--- config.mk ---
export PLATFORM = sky130hd
export DESIGN_NAME = rsa_byte_modexp_cipher_top
export DESIGN_NICKNAME = d
export VERILOG_FILES = /design/src/design/rsa_pkg.sv /design/src/design/rsa_byte_modexp_cipher_top.sv
export SDC_FILE = /design/constraint.sdc
export NUM_CORES = 1
export LEC_CHECK = 0
export BUFFER_PORTS_ARGS = -buffer_cell sky130_fd_sc_hd__clkbuf_2
export CAP_MARGIN = 20
export CELL_PAD_IN_SITES_DETAIL_PLACEMENT = 0
export CELL_PAD_IN_SITES_GLOBAL_PLACEMENT = 1
export CORE_AREA = 5 5 184 186
export CTS_CLUSTER_DIAMETER = 80
export DETAILED_ROUTE_END_ITERATION = 12
export DIE_AREA = 0 0 189 191
export PLACE_DENSITY = 0.7
export SLEW_MARGIN = 20
export SYNTH_ARGS = -nofsm -noshare
export SYNTH_HDL_FRONTEND = slang
export SYNTH_SLANG_ARGS = --single-unit
--- constraint.sdc ---
create_clock -name clock -period 8.3 [get_ports clock]
set_input_delay 0.83 -clock clock [delete_from_list [all_inputs] [get_ports clock]]
set_output_delay 0.83 -clock clock [all_outputs]
set_load 0.05 [all_outputs]
--- src/design/rsa_pkg.sv ---
package rsa_pkg;

   localparam int MOD_BITS_DEF = 20;
   localparam int CSR_IDX_W = 2;
   localparam int BYTE_MAX = 255;

   localparam logic [CSR_IDX_W-1:0] CSR_PUB_EXP  = 2'd0;
   localparam logic [CSR_IDX_W-1:0] CSR_PRIV_EXP = 2'd1;
   localparam logic [CSR_IDX_W-1:0] CSR_MODULUS  = 2'd2;

   localparam logic OP_ENCRYPT = 1'b0;
   localparam logic OP_DECRYPT = 1'b1;

   typedef enum logic [1:0] {
      ST_IDLE,
      ST_RUN,
      ST_NEXT,
      ST_DONE
   } state_type;

   typedef enum logic [1:0] {
      MUL_REDUCE,
      MUL_ACC,
      MUL_SQUARE
   } mul_op_type;

endpackage

--- src/design/rsa_byte_modexp_cipher_top.sv ---
// Textbook RSA on one value per transfer: an encrypt request (tuser 0) raises the low byte
// of tdata to the public exponent modulo the modulus, a decrypt request (tuser 1) raises the
// whole value to the private exponent and flags a result above 255 in rsp_tuser. All work is
// done by one shift-add modular multiplier that retires one multiplier bit per cycle. An item
// first reduces the operand modulo the modulus with one product, then squares once per bit
// of the selected exponent's length and multiplies once per one bit of it; a zero modulus
// skips all products and gives zero. The request side is ready only between items; a finished
// result waits in an output register while the next request is taken. Configuration must be
// written through the csr port only while the block is idle; the block itself does not
// enforce this. Indexes 0, 1 and 2 select public exponent, private exponent and modulus.
module rsa_byte_modexp_cipher_top
   import rsa_pkg::*;
#(
   parameter int MOD_BITS = MOD_BITS_DEF
) (
   input  logic                            clock,
   input  logic                            reset,
   input  logic                            csr_we,
   input  logic [CSR_IDX_W-1:0]            csr_index,
   input  logic [MOD_BITS-1:0]             csr_wdata,
   input  logic                            req_tvalid,
   output logic                            req_tready,
   // Fields from bit 0: operand_value.
   input  logic [((MOD_BITS+7)/8)*8-1:0]   req_tdata,
   // Fields from bit 0: req_type.
   input  logic                            req_tuser,
   output logic                            rsp_tvalid,
   input  logic                            rsp_tready,
   // Fields from bit 0: result_value.
   output logic [((MOD_BITS+7)/8)*8-1:0]   rsp_tdata,
   // Fields from bit 0: range_error.
   output logic                            rsp_tuser
);

   localparam int DATA_W = ((MOD_BITS+7)/8)*8;
   localparam int CNT_W = $clog2(MOD_BITS);

   state_type             state_ff, state_in;
   mul_op_type            mul_op_ff, mul_op_in;
   logic                  mul_done_ff, mul_done_in;
   logic [CNT_W-1:0]      cnt_ff, cnt_in;
   logic                  rsp_valid_ff, rsp_valid_in;

   logic [MOD_BITS-1:0]   pub_exp_ff, priv_exp_ff, modulus_ff;

   logic [MOD_BITS-1:0]   m_ff, m_in;
   logic [MOD_BITS-1:0]   exp_ff, exp_in;
   logic [MOD_BITS-1:0]   base_ff, base_in;
   logic [MOD_BITS-1:0]   acc_ff, acc_in;
   logic [MOD_BITS-1:0]   mul_a_ff, mul_a_in;
   logic [MOD_BITS-1:0]   mul_b_ff, mul_b_in;
   logic [MOD_BITS-1:0]   r_ff, r_in;
   logic                  dec_ff, dec_in;
   logic [MOD_BITS-1:0]   rsp_data_ff, rsp_data_in;
   logic                  rsp_err_ff, rsp_err_in;

   logic [MOD_BITS:0]     dbl, dbl_red, sum, step_r;
   logic [MOD_BITS-1:0]   step_res;
   logic [MOD_BITS-1:0]   operand;
   logic                  run_last;
   logic                  out_free;

   // One step of the interleaved multiplier: r = 2r + bit * b, reduced modulo m.
   always_comb begin
      dbl      = {r_ff, 1'b0};
      dbl_red  = (dbl >= {1'b0, m_ff}) ? dbl - {1'b0, m_ff} : dbl;
      sum      = dbl_red + (mul_a_ff[MOD_BITS-1] ? {1'b0, mul_b_ff} : '0);
      step_r   = (sum >= {1'b0, m_ff}) ? sum - {1'b0, m_ff} : sum;
      step_res = step_r[MOD_BITS-1:0];
   end

   assign run_last = cnt_ff == CNT_W'(MOD_BITS - 1);
   assign out_free = !rsp_valid_ff || rsp_tready;
   assign operand  = (req_tuser == OP_DECRYPT) ? req_tdata[MOD_BITS-1:0]
                                               : req_tdata[MOD_BITS-1:0] & MOD_BITS'(BYTE_MAX);

   always_comb begin
      state_in = state_ff;
      case (state_ff)
         ST_IDLE: begin
            if (req_tvalid) begin
               state_in = (modulus_ff == '0) ? ST_DONE : ST_RUN;
            end
         end
         ST_RUN: begin
            if (run_last) begin
               state_in = ST_NEXT;
            end
         end
         ST_NEXT: begin
            state_in = (exp_ff == '0) ? ST_DONE : ST_RUN;
         end
         ST_DONE: begin
            if (out_free) begin
               state_in = ST_IDLE;
            end
         end
         default: state_in = ST_IDLE;
      endcase
   end

   always_comb begin
      mul_op_in    = mul_op_ff;
      mul_done_in  = mul_done_ff;
      cnt_in       = cnt_ff;
      m_in         = m_ff;
      exp_in       = exp_ff;
      base_in      = base_ff;
      acc_in       = acc_ff;
      mul_a_in     = mul_a_ff;
      mul_b_in     = mul_b_ff;
      r_in         = r_ff;
      dec_in       = dec_ff;
      rsp_data_in  = rsp_data_ff;
      rsp_err_in   = rsp_err_ff;
      rsp_valid_in = rsp_valid_ff && !rsp_tready;
      case (state_ff)
         ST_IDLE: begin
            if (req_tvalid) begin
               m_in        = modulus_ff;
               dec_in      = req_tuser;
               exp_in      = (req_tuser == OP_DECRYPT) ? priv_exp_ff : pub_exp_ff;
               acc_in      = (modulus_ff == '0) ? '0 : MOD_BITS'(1);
               mul_a_in    = operand;
               mul_b_in    = MOD_BITS'(1);
               r_in        = '0;
               cnt_in      = '0;
               mul_op_in   = MUL_REDUCE;
               mul_done_in = 1'b0;
            end
         end
         ST_RUN: begin
            r_in     = step_res;
            mul_a_in = mul_a_ff << 1;
            cnt_in   = cnt_ff + CNT_W'(1);
            if (run_last) begin
               case (mul_op_ff)
                  MUL_ACC: acc_in = step_res;
                  default: base_in = step_res;
               endcase
            end
         end
         ST_NEXT: begin
            if (exp_ff != '0) begin
               r_in   = '0;
               cnt_in = '0;
               if (exp_ff[0] && !mul_done_ff) begin
                  mul_op_in   = MUL_ACC;
                  mul_a_in    = acc_ff;
                  mul_b_in    = base_ff;
                  mul_done_in = 1'b1;
               end else begin
                  mul_op_in   = MUL_SQUARE;
                  mul_a_in    = base_ff;
                  mul_b_in    = base_ff;
                  exp_in      = exp_ff >> 1;
                  mul_done_in = 1'b0;
               end
            end
         end
         ST_DONE: begin
            if (out_free) begin
               rsp_data_in  = acc_ff;
               rsp_err_in   = (dec_ff == OP_DECRYPT) && (acc_ff > MOD_BITS'(BYTE_MAX));
               rsp_valid_in = 1'b1;
            end
         end
         default: begin
         end
      endcase
   end

   always_ff @(posedge clock) begin
      if (reset) begin
         state_ff     <= ST_IDLE;
         mul_op_ff    <= MUL_REDUCE;
         mul_done_ff  <= 1'b0;
         cnt_ff       <= '0;
         rsp_valid_ff <= 1'b0;
         pub_exp_ff   <= '0;
         priv_exp_ff  <= '0;
         modulus_ff   <= MOD_BITS'(1);
      end else begin
         state_ff     <= state_in;
         mul_op_ff    <= mul_op_in;
         mul_done_ff  <= mul_done_in;
         cnt_ff       <= cnt_in;
         rsp_valid_ff <= rsp_valid_in;
         if (csr_we) begin
            case (csr_index)
               CSR_PUB_EXP:  pub_exp_ff  <= csr_wdata;
               CSR_PRIV_EXP: priv_exp_ff <= csr_wdata;
               CSR_MODULUS:  modulus_ff  <= csr_wdata;
               default: begin
               end
            endcase
         end
      end
   end

   always_ff @(posedge clock) begin
      m_ff        <= m_in;
      exp_ff      <= exp_in;
      base_ff     <= base_in;
      acc_ff      <= acc_in;
      mul_a_ff    <= mul_a_in;
      mul_b_ff    <= mul_b_in;
      r_ff        <= r_in;
      dec_ff      <= dec_in;
      rsp_data_ff <= rsp_data_in;
      rsp_err_ff  <= rsp_err_in;
   end

   assign req_tready = state_ff == ST_IDLE;
   assign rsp_tvalid = rsp_valid_ff;
   assign rsp_tdata  = DATA_W'(rsp_data_ff);
   assign rsp_tuser  = rsp_err_ff;

`ifndef ASSERT_OFF
   a_partial_reduced: assert property (@(posedge clock) disable iff (reset)
      (state_ff == ST_RUN && m_ff != '0) |-> (r_ff < m_ff))
      else $error("partial product not reduced below the modulus");

   a_base_reduced: assert property (@(posedge clock) disable iff (reset)
      (state_ff == ST_NEXT && m_ff != '0) |-> (base_ff < m_ff))
      else $error("base not reduced below the modulus");

   a_flag_matches: assert property (@(posedge clock) disable iff (reset)
      (rsp_tvalid && rsp_tuser) |-> (rsp_data_ff > MOD_BITS'(BYTE_MAX)))
      else $error("range flag set on a result that fits in a byte");

   a_busy_after_take: assert property (@(posedge clock) disable iff (reset)
      (req_tvalid && req_tready) |=> !req_tready)
      else $error("request side ready again right after a transfer");
`endif

endmodule

==> results.yml <==
outcome:
  status: "finished clean"
logic_synthesis:
  synth_top_family_by_area: "simple AND/OR/NAND/NOR gates"
  synth_warnings: 0
  synth.cell_area_um2: 12500
  seq_area_frac_synth: 0.500
  synth-simple-area-share: 0.166
  synthCells: 1276
  ys_ff_latch: 232
  synthAdderAreaFrac: 0.0696
  synth_top_cell_by_area: "edfxtp_1"
  synth_edf_count: 162
  synth-compound-area-share: 0.151
  synthArstFlopShare: 0
  ys_top_cells_by_area: "edfxtp_1 (39%), dfxtp_1 (11%), nand2_1 (7.9%)"
  synth-xor-area-share: 0.0397
  syn_avg_cell_area_um2: 9.83
  synth_top_cell_area_share: 0.388
  synthFlopType: "edfxtp_1"
  synth.distinct_cells: 67
  muxShareOfSynthArea: 0.0378
floorplan:
  fp.dieH_um: 191
  core_um2: 32100
  die-area_um2: 36100
  start_util: 0.391
  die_w_um: 189
  pin_count: 79
  num_rows: 66
flow_run:
  drv_cap: 0
clock_tree:
  cts_resized: 0
  cts_buffer_depth: 3
  numCtsBuffers: 25
  cts_tree: "done"
  path_clk_slew_ps: 60
  clk_latency_ps: 520
  ctsRootBufferMaster: "clkbuf_16"
  cts.sinks: 232
  htreeDepth: 1
  cts_hold_buf: 0
  postCtsSetupBuffers: 0
critical_path:
  max_stage_delay_ps: 450
  path_delay_family: "compound AO/OA/AOI/OAI gates"
  path_buf_inv: 2
  critPathSlowestCell: "fa_1"
  worstPathArrival_ps: 7820
  critPathRequiredTime_ps: 8550
  cp_max_fo: 16
  startpoint: "m_ff[1]$_DFFE_PP_"
  r2r_cells: 27
  critPathCapture: "r_ff[2]$_SDFFCE_PN0P_"
  worstReg2RegEnd: "r_ff[2]$_SDFFCE_PN0P_"
  rr_startpoint: "m_ff[1]$_DFFE_PP_"
  crit_type: "reg2reg"
  crit_top_cell: "nand2_1"
  end_kind: "register"
  crit_cells: 27
  r2r_setup_slack_ps: 730
  start_kind: "register"
global_routing:
  grt_max_degree: 67
  grt_usage: 0.184
  grt_pass1_vias: 9242
  grt_antenna_before_repair: 0
  grt_pass1_wl_mm: 52.5
  globalRouteOverflowTotal: 0
placement:
  placed_cells: 1704
  hpwl_mm: 25.6
  gp_congestion: 0.871
  io_buffer_count: 70
detailed_routing:
  via_count: 9298
  drtAntennaViolNets: 0
  firstDrtPassIters: 8
  drcViolationCount: 0
  drtIter0Drc: 483
  avgRoutedWirePerCell_um: 19.4
  routed_wl_mm: 33.9
  via_per_inst: 5.32
cells_and_area:
  mostFrequentLayoutCell: "nand2_1"
  final_cell_mix: "nand2_1 (265), edfxtp_1 (162), a21oi_1 (106)"
  instances_no_fill: 1748
  nNetsFinal: 1443
  multi_input_area_um2: 5860
  drive_above_1_share: 0.116
  areaGrowthSynthToFinish_pct: 12.2
  diodes: 0
  nFillCells: 3119
  seq_area_um2: 6270
sta:
  setup_viol: 0
  max_clock_freq_mhz: 132
  rsz0062_at_grt: "no"
  period_needed_ps: 7570
  hold_viol_final: 0
  finalMaxSlewViolations: 0
  worst-slew-pin-transition_ps: 1100
  final.setup.tns_ps: 0
  slew_headroom: 0.268
  clock_skew_ps: 17.9
  min_period_over_period: 0.912
worst_hold_path:
  hold_path.class: "reg2reg"
kinds of logic after synthesis:
logic type / after synthesis
AND/OR/NAND/NOR: 465
adder cells (fa/ha/maj): 68
other: 1
AO/OA/AOI/OAI: 297
XOR/XNOR: 56
buffers and inverters: 114
multiplexers: 43
flip-flops: 232
worst min-delay path: stages, from the launching register on:
cell and delay (ps):
dfxtp_1 310, nand2_1 50, a21oi_1 50
sequential cells by signal (all words and copies together) (netlist names), 2 cells and up:
| register | flops |
|---|---|
| mul_op_ff | 2 |
| modulus_ff | 20 |
| exp_ff | 20 |
| state_ff | 2 |
| rsp_data_ff | 20 |
| mul_b_ff | 20 |
| m_ff | 20 |
| r_ff | 20 |
| mul_a_ff | 20 |
| cnt_ff | 5 |
| acc_ff | 20 |
| pub_exp_ff | 20 |
| base_ff | 20 |
| priv_exp_ff | 20 |
metrics by stage:
stage	worst slack [ps]	utilization	hold slack (ps)	instance area [µm²]
global placement	872	0.414	436	13300
CTS	821	0.438	454	14100
finish	727	0.438	454	14100
detailed placement	875	0.414	441	13300
global route	195	0.438	463	14100
floorplan	2050	-	426	12600
worst min path at each step:
stage | depth (start not counted) | endpoint | from | slack [ps]
2_1_floorplan | 0 | rsp_data_ff[0]$_DFFE_PP_ | acc_ff[0]$_DFFE_PP_ | 430
4_1_cts | 2 | priv_exp_ff[14]$_SDFFE_PP0P_ | priv_exp_ff[14]$_SDFFE_PP0P_ | 450
3_5_place_dp | 0 | rsp_data_ff[2]$_DFFE_PP_ | acc_ff[2]$_SDFFCE_PN0P_ | 440
5_1_grt | 0 | rsp_data_ff[1]$_DFFE_PP_ | acc_ff[1]$_SDFFCE_PN0P_ | 460
6_report | 2 | priv_exp_ff[19]$_SDFFE_PP0P_ | priv_exp_ff[19]$_SDFFE_PP0P_ | 450
3_3_place_gp | 0 | rsp_data_ff[1]$_DFFE_PP_ | acc_ff[1]$_SDFFCE_PN0P_ | 440
cells in the mapped netlist, types with 4 or more instances:
cell / instances
buf_4: 5
nand3_1: 16
clkbuf_1: 54
inv_1: 45
a22o_1: 23
buf_2: 5
nor2b_1: 6
o21ai_0: 58
nand2_1: 265
nand2b_1: 8
mux2i_1: 32
a211oi_1: 13
a41oi_1: 8
buf_1: 5
nor3_1: 11
dfxtp_1: 70
o21bai_1: 6
xnor2_1: 30
a31oi_1: 12
xor2_1: 25
and2_1: 45
a21o_1: 23
nor2_1: 60
edfxtp_1: 162
nand4_1: 15
ha_1: 65
nor4_1: 19
o31ai_1: 8
and3_1: 4
mux2_4: 8
o21a_1: 8
nand3b_1: 5
a21oi_1: 106
cell type report:
cell class,count,area share
Clock buffer,34,0.0483
Clock inverter,10,0.00773
Inverter,45,0.0120
Multi-Input combinational cell,933,0.416
Sequential cell,232,0.445
Tap cell,408,0.0363
Timing Repair Buffer,86,0.0343
routing by layer:
layer,wire length [µm],GRT usage
met3,1140,0.0190
met4,1220,0.0636
met5,0,0
met2,16800,0.327
met1,14800,0.234
Power is not shown: default switching activity piles up to over one toggle a cycle in this logic, so the estimate is an artifact.
